--- config.mk ---
export PLATFORM = sky130hd
export DESIGN_NAME = fit_block_allocator
export DESIGN_NICKNAME = d
export VERILOG_FILES = /design/src/design/fba_pkg.sv /design/src/design/fba_mem.sv /design/src/design/fba_scan.sv /design/src/design/fit_block_allocator.sv
export SDC_FILE = /design/constraint.sdc
export NUM_CORES = 1
export LEC_CHECK = 0
export BUFFER_PORTS_ARGS = -buffer_cell sky130_fd_sc_hd__buf_2
export CAP_MARGIN = 15
export CORE_ASPECT_RATIO = 0.75
export CORE_MARGIN = 3
export CORE_UTILIZATION = 30
export CTS_CLUSTER_DIAMETER = 100
export DETAILED_ROUTE_END_ITERATION = 8
export PLACE_DENSITY = 0.46
export SLEW_MARGIN = 10
export SYNTH_ARGS = -nofsm -noshare
export SYNTH_HDL_FRONTEND = slang
export SYNTH_SLANG_ARGS = --single-unit
--- constraint.sdc ---
create_clock -name clk -period 6.5 [get_ports clk]
set_input_delay 0.65 -clock clk [delete_from_list [all_inputs] [get_ports clk]]
set_output_delay 0.65 -clock clk [all_outputs]
set_load 0.1 [all_outputs]
--- src/design/fba_pkg.sv ---
package fba_pkg;

  // fixed field widths of the item, result and configuration ports
  localparam int SLOT_W     = 3;
  localparam int SIZE_W     = 16;
  localparam int CFG_IDX_W  = 2;
  localparam int CFG_DATA_W = 4;

  // configuration register indexes
  localparam logic [CFG_IDX_W-1:0] REG_POLICY      = 2'd0;
  localparam logic [CFG_IDX_W-1:0] REG_BLOCK_COUNT = 2'd1;

  // policy codes
  localparam logic POLICY_FIRST_FIT = 1'b0;
  localparam logic POLICY_BEST_FIT  = 1'b1;

  // item modes
  localparam logic MODE_LOAD    = 1'b0;
  localparam logic MODE_REQUEST = 1'b1;

  localparam logic [CFG_DATA_W-1:0] BLOCK_COUNT_RESET = 4'd8;

  typedef enum logic [1:0] {
    ST_IDLE,
    ST_SCAN,
    ST_UPDATE,
    ST_DONE
  } state_t;

  typedef struct packed {
    logic clear;
    logic check;
    logic prefer_small;
  } scan_ctl_t;

endpackage

--- src/design/fba_mem.sv ---
module fba_mem #(
  parameter int DEPTH = 8,
  parameter int WIDTH = 16,
  parameter int AW    = 3
) (
  input  logic             clk,
  input  logic             we,
  input  logic [AW-1:0]    waddr,
  input  logic [WIDTH-1:0] wdata,
  input  logic [AW-1:0]    raddr,
  output logic [WIDTH-1:0] rdata
);

  logic [WIDTH-1:0] mem [DEPTH];

  always_ff @(posedge clk) begin
    if (we) begin
      mem[waddr] <= wdata;
    end
  end

  always_ff @(posedge clk) begin
    rdata <= mem[raddr];
  end

endmodule

--- src/design/fba_scan.sv ---
module fba_scan #(
  parameter int SIZE_BITS = 16,
  parameter int IDX_W     = 3
) (
  input  logic                  clk,
  input  logic                  rst,
  input  fba_pkg::scan_ctl_t    ctl,
  input  logic [SIZE_BITS-1:0]  entry,
  input  logic [IDX_W-1:0]      entry_idx,
  input  logic [fba_pkg::SIZE_W-1:0] req_size,
  output logic                  found,
  output logic [IDX_W-1:0]      pick_idx,
  output logic [SIZE_BITS-1:0]  best_val
);
  import fba_pkg::*;

  localparam int CMP_W = (SIZE_BITS > SIZE_W) ? SIZE_BITS : SIZE_W;

  logic fits;
  logic take;

  // entry qualifies when it holds at least the full request
  assign fits = CMP_W'(entry) >= CMP_W'(req_size);
  // first fit keeps the first hit, best fit keeps the strictly smaller one
  assign take = fits && (!found || (ctl.prefer_small && (entry < best_val)));

  always_ff @(posedge clk) begin
    if (rst || ctl.clear) begin
      found <= 1'b0;
    end else if (ctl.check && take) begin
      found <= 1'b1;
    end
  end

  always_ff @(posedge clk) begin
    if (ctl.check && take) begin
      pick_idx <= entry_idx;
      best_val <= entry;
    end
  end

endmodule

--- src/design/fit_block_allocator.sv ---
// load item: result goes through ST_DONE into the output register once that register is free
// request item: the scan reads one table entry per cycle from the memory, block_count entries
//   (clipped to NUM_BLOCKS), then ST_UPDATE writes back the chosen block, if any
// one item at a time; the next item can go in once the result is registered,
//   even while that result waits in the output register
// rst (synchronous) clears sequencer, scan flags, output valid and config; table undefined
module fit_block_allocator #(
  parameter int NUM_BLOCKS = 8,
  parameter int SIZE_BITS  = 16
) (
  input  logic                           clk,
  input  logic                           rst,
  // item channel
  input  logic                           req_valid,
  output logic                           req_stall,
  input  logic                           mode,
  input  logic [fba_pkg::SLOT_W-1:0]     slot,
  input  logic [fba_pkg::SIZE_W-1:0]     size,
  input  logic                           last_request,
  // result channel
  output logic                           res_valid,
  input  logic                           res_stall,
  output logic                           granted,
  output logic [fba_pkg::SLOT_W-1:0]     block_number,
  output logic [fba_pkg::SIZE_W-1:0]     remaining,
  output logic                           batch_end,
  // configuration write channel
  input  logic                           cfg_valid,
  output logic                           cfg_ready,
  input  logic [fba_pkg::CFG_IDX_W-1:0]  cfg_index,
  input  logic [fba_pkg::CFG_DATA_W-1:0] cfg_data
);
  import fba_pkg::*;

  localparam int IDX_W = (NUM_BLOCKS > 1) ? $clog2(NUM_BLOCKS) : 1;
  localparam int CNT_W = $clog2(NUM_BLOCKS + 1);
  localparam int CMP_W = (SIZE_BITS > SIZE_W) ? SIZE_BITS : SIZE_W;

  state_t state, state_next;

  // configuration registers
  logic                  policy;
  logic [CFG_DATA_W-1:0] block_count;

  // item registers
  logic [SIZE_W-1:0]     req_size;

  // scan pipeline: address issue, then compare in the following cycle
  logic [CNT_W-1:0]      rd_idx;
  logic                  chk_valid;
  logic [IDX_W-1:0]      chk_idx;
  logic [CNT_W-1:0]      count_lim;
  logic                  issue;

  // pending result, moved to the output register in ST_DONE
  logic                  pend_granted;
  logic [SLOT_W-1:0]     pend_number;
  logic [SIZE_W-1:0]     pend_remaining;
  logic                  pend_last;

  logic                  accept;
  logic                  slot_ok;
  logic                  load_out;

  // memory port signals
  logic                  mem_we;
  logic [IDX_W-1:0]      mem_waddr;
  logic [SIZE_BITS-1:0]  mem_wdata;
  logic [SIZE_BITS-1:0]  mem_rdata;

  // scan unit
  scan_ctl_t             scan_ctl;
  logic                  found;
  logic [IDX_W-1:0]      pick_idx;
  logic [SIZE_BITS-1:0]  best_val;
  logic [SIZE_BITS-1:0]  new_val;

  assign cfg_ready = 1'b1;

  // entries in use, clipped to the table depth
  assign count_lim = (7'(block_count) > 7'(NUM_BLOCKS)) ? CNT_W'(NUM_BLOCKS)
                                                       : CNT_W'(block_count);
  assign slot_ok   = 7'(slot) < 7'(NUM_BLOCKS);
  assign issue     = (state == ST_SCAN) && (rd_idx < count_lim);

  // chosen block shrinks by the request; it is known to fit
  assign new_val = SIZE_BITS'(CMP_W'(best_val) - CMP_W'(req_size));

  // sequencer
  always_ff @(posedge clk) begin
    if (rst) begin
      state <= ST_IDLE;
    end else begin
      state <= state_next;
    end
  end

  always_comb begin
    state_next = state;
    req_stall  = 1'b1;
    accept     = 1'b0;
    load_out   = 1'b0;
    mem_we     = 1'b0;
    mem_waddr  = IDX_W'(slot);
    mem_wdata  = SIZE_BITS'(size);
    unique case (state)
      ST_IDLE: begin
        req_stall = 1'b0;
        if (req_valid) begin
          accept = 1'b1;
          // a load writes the table right away; out-of-table slots are dropped
          mem_we = (mode == MODE_LOAD) && slot_ok;
          state_next = (mode == MODE_LOAD) ? ST_DONE : ST_SCAN;
        end
      end
      ST_SCAN: begin
        // done once every entry is issued and the last compare has landed
        if (!issue && !chk_valid) begin
          state_next = ST_UPDATE;
        end
      end
      ST_UPDATE: begin
        mem_we     = found;
        mem_waddr  = pick_idx;
        mem_wdata  = new_val;
        state_next = ST_DONE;
      end
      ST_DONE: begin
        // hand over once the output register is free or being emptied
        if (!res_valid || !res_stall) begin
          load_out   = 1'b1;
          state_next = ST_IDLE;
        end
      end
      default: state_next = ST_IDLE;
    endcase
  end

  // configuration writes
  always_ff @(posedge clk) begin
    if (rst) begin
      policy      <= POLICY_FIRST_FIT;
      block_count <= BLOCK_COUNT_RESET;
    end else if (cfg_valid && cfg_ready) begin
      unique case (cfg_index)
        REG_POLICY:      policy      <= cfg_data[0];
        REG_BLOCK_COUNT: block_count <= cfg_data;
        default: ;
      endcase
    end
  end

  // scan address and compare stage
  always_ff @(posedge clk) begin
    if (rst) begin
      chk_valid <= 1'b0;
    end else if (accept) begin
      chk_valid <= 1'b0;
    end else begin
      chk_valid <= issue;
    end
  end

  always_ff @(posedge clk) begin
    if (accept) begin
      rd_idx <= '0;
    end else if (issue) begin
      rd_idx <= rd_idx + CNT_W'(1);
    end
    chk_idx <= rd_idx[IDX_W-1:0];
  end

  // pending result: set at accept as load report or refusal, grant overrides
  always_ff @(posedge clk) begin
    if (accept) begin
      req_size       <= size;
      pend_last      <= last_request;
      pend_granted   <= 1'b0;
      pend_number    <= (mode == MODE_LOAD) ? slot : '0;
      pend_remaining <= ((mode == MODE_LOAD) && slot_ok) ? SIZE_W'(SIZE_BITS'(size)) : '0;
    end else if ((state == ST_UPDATE) && found) begin
      pend_granted   <= 1'b1;
      pend_number    <= SLOT_W'(pick_idx);
      pend_remaining <= SIZE_W'(new_val);
    end
  end

  // output register
  always_ff @(posedge clk) begin
    if (rst) begin
      res_valid <= 1'b0;
    end else if (load_out) begin
      res_valid <= 1'b1;
    end else if (!res_stall) begin
      res_valid <= 1'b0;
    end
  end

  always_ff @(posedge clk) begin
    if (load_out) begin
      granted      <= pend_granted;
      block_number <= pend_number;
      remaining    <= pend_remaining;
      batch_end    <= pend_last;
    end
  end

  assign scan_ctl.clear        = accept;
  assign scan_ctl.check        = chk_valid;
  assign scan_ctl.prefer_small = (policy == POLICY_BEST_FIT);

  fba_mem #(
    .DEPTH (NUM_BLOCKS),
    .WIDTH (SIZE_BITS),
    .AW    (IDX_W)
  ) u_mem (
    .clk   (clk),
    .we    (mem_we),
    .waddr (mem_waddr),
    .wdata (mem_wdata),
    .raddr (rd_idx[IDX_W-1:0]),
    .rdata (mem_rdata)
  );

  fba_scan #(
    .SIZE_BITS (SIZE_BITS),
    .IDX_W     (IDX_W)
  ) u_scan (
    .clk       (clk),
    .rst       (rst),
    .ctl       (scan_ctl),
    .entry     (mem_rdata),
    .entry_idx (chk_idx),
    .req_size  (req_size),
    .found     (found),
    .pick_idx  (pick_idx),
    .best_val  (best_val)
  );

endmodule

==> qor.yml <==
clocking:
  ctsHoldBuffers: 0
  cts_root_buffer: "clkbuf_16"
  insertion_delay_ns: 0.53
  path_clk_slew_ns: 0.07
  cts_setup_buffers: 0
  cts_buffer_depth: 3
  cts_tree: "done"
  htreeDepth: 1
  clock-sinks: 238
  postCtsResizedCells: 0
  numCtsBuffers: 24
setup_path:
  rr_startpoint: "req_size[0]"
  crit_fanout: 19
  endpoint_kind: "flip-flop"
  timing.rr.end: "u_scan.pick_idx[1]"
  startpoint_type: "flip-flop"
  path_class: "reg2reg"
  critPathRequiredTime_ns: 6.64
  arrival_ns: 3.10
  reg2reg_slack_ns: 3.54
  rr_worst_depth: 7
floorplan:
  core_mm2: 0.0339
  die_w_um: 221
  initial_core_util_pct: 30.8
  die_area_mm2: 0.0371
  die_h_um: 168
  ios: 56
  rows: 58
cells_and_area:
  area_delta_synth_final_pct: 15.7
  diodes: 0
  drive_gt1_share_pct: 22.6
  layoutNonFillerInstCount: 1226
  fillCellCount: 3232
  layout.nets: 845
route:
  drtIter0Drc: 438
  wl_per_cell_um: 20.7
  drc_errors: 0
  drt-total-wl_um: 25400
  dr.pass1.iters: 5
  drtAntennaViolNets: 0
  via_per_inst: 4.86
  vias: 5958
timing:
  fin_crit_sh_pct: 45.6
  finalHoldViolCount: 0
  fin_crit_ns: 2.96
  grt_setup_unrepaired: "false"
  setup_tns_ns: 0
  setup_viol: 0
  tightest_slew_ns: 1.02
  fmaxAchievable_ghz: 0.337
  skew_ns: 0.0121
  drv_slew: 0
  slew-limit-headroom_pct: 31.9
synth:
  synthDistinctLibCells: 63
  synth_common_cells: "204 x edfxtp_1, 54 x ha_1, 47 x inv_1, 42 x nand2_1, 40 x nor2_1"
  yosysWarnings: 0
  yosys.area.top_type: "edfxtp_1"
  synth_area_leaders: "edfxtp_1 59%, mux4_2 6.7%, dfxtp_1 6.5%, ha_1 6.5%, mux2_2 2.9%"
  synth_area_mm2: 0.0104
  async_flop_share_pct: 0
  synth-edff-count: 204
  post-synth-top-count-cell: "edfxtp_1"
  ys_seq_area_share_pct: 65.2
  syn-num-nets: 777
  avgSynthCellArea_um2: 15.1
  synth_cells: 690
  synthFlopType: "edfxtp_1"
  synth-seq-cells: 238
  synth_top_area_share_pct: 58.7
power:
  netSwitchingPower_uw: 1660
  p_leak_uw: 0.00444
  intPower_uw: 3410
  power_frac_seq_pct: 42.1
  power_density_mw_per_mm2: 420
  pwr-share-clk_pct: 27.8
  vdd_ir_drop_max_v: 0.000167
  swShare_pct: 32.8
  p_comb_share_pct: 30.1
worst_hold_path:
  min_delay_path_depth: 1
  hold_end: "pend_last"
  min-delay-start: "last_request"
  hold_path.class: "in2reg"
global_route:
  grt_pass1_vias: 6276
  grt_first_pass_wirelength_um: 38900
  grtUsageTotal_pct: 13.8
  antenna_found_initial: 0
  overflow: 0
  grt_max_degree: 42
status:
  status: "completed"
place:
  dp_hpwl_um: 17200
  dp_cells: 1182
  place.gp.congestion: 0.854
  portBuffers: 54
run:
  drv_cap: 0
[worst max-delay path by stage]
stage                  startpoint                 end  slack, ns  cells past startpoint
2_1_floorplan           res_valid           batch_end       3.68                      1
3_3_place_gp   u_scan.best_val[1]  u_scan.pick_idx[1]       3.55                      7
3_5_place_dp   u_scan.best_val[1]  u_scan.pick_idx[0]       3.52                      7
4_1_cts        u_scan.best_val[1]  u_scan.pick_idx[0]       3.50                      7
5_1_grt               req_size[0]  u_scan.pick_idx[0]       3.29                      7
6_report              req_size[0]  u_scan.pick_idx[1]       3.54                      7
[per-layer routing]
metal / part of all wire, % / global-route usage [%]
met5: 0 / 0
met1: 51 / 21.0
met3: 6.1 / 3.35
met4: 1.5 / 2.85
met2: 41 / 20.1
[state kept, by name (all words and copies together), names as in the netlist]
register and count:
res_valid 1, rd_idx 4, block_count 4, chk_idx 3
policy 1, u_scan.found 1, pend_last 1, pend_granted 1
u_scan.best_val 16, u_mem.mem 128, pend_number 3, granted 1
state 2, pend_remaining 16, u_scan.pick_idx 3, batch_end 1
req_size 16, block_number 3, u_mem.rdata 16, chk_valid 1
remaining 16
[power by group through the flow]
stage | Combinational [µW] | Sequential (µW) | Clock [µW]
3_5_place_dp | 1520 | 2170 | 0
5_1_grt | 1680 | 2160 | 1510
3_3_place_gp | 1510 | 2170 | 0
6_report | 1520 | 2140 | 1410
2_1_floorplan | 1010 | 2220 | 0
4_1_cts | 1530 | 2140 | 1460
[final cells by class]
class	instances	area [µm²]	area share, %
clock buffer	29	651	5.39
inverter	47	176	1.46
sequential	238	6810	56.4
tap	450	563	4.66
clock inverter	15	153	1.26
timing repair buffer	68	375	3.11
multi-input combinational	379	3340	27.7
[through the flow]
stage	worst slack, ns	util [%]	hold WS [ns]	power [µW]	area (µm²)
after floorplan	3.68	-	0.354	3230	10400
after global placement	3.55	33.2	0.387	3670	11300
after detailed placement	3.52	33.2	0.390	3690	11300
after CTS	3.50	35.6	0.282	5130	12100
after global routing	3.29	35.6	0.290	5360	12100
final	3.54	35.6	0.311	5070	12100
[critical path: stages (launching register included)]
cell	delay, ns
edfxtp_1	0.41
ha_1	0.29
nand2b_1	0.11
a211oi_1	0.08
o21ai_0	0.41
a21oi_1	0.14
o21ai_0	0.24
o311a_1	0.89
[cells in the final DEF, fill, tap and decap left out, drive strengths merged, types with 4 or more instances in the layout]
master    n
xor2      5
o21ai    25
mux4     32
nor3b     7
a21oi    29
dfxtp    34
clkbuf   29
ha       54
buf      68
nand4     6
a21o     15
o21a      5
mux2i    10
xnor2    10
nand2    42
nor2     40
edfxtp  204
inv      47
nand3b    4
nand2b   13
a211oi    5
clkinv   10
mux2     27
[logic make-up (layout without fill, tap and decap cells)]
kind of cell               Yosys count  count (layout)  share of synthesized area, %
adders and majority gates           55              55                          6.67
buffers and inverters               73             159                          2.83
xor gates and xnor gates            15              15                          1.26
AOI/OAI and AO/OA                  109             109                          7.15
and+or+nand+nor                    130             130                          6.02
other                                1               1                        0.0359
DFF                                238             238                          65.2
muxes                               69              69                          10.8
No activity file was read; power rests on OpenSTA's default activity.
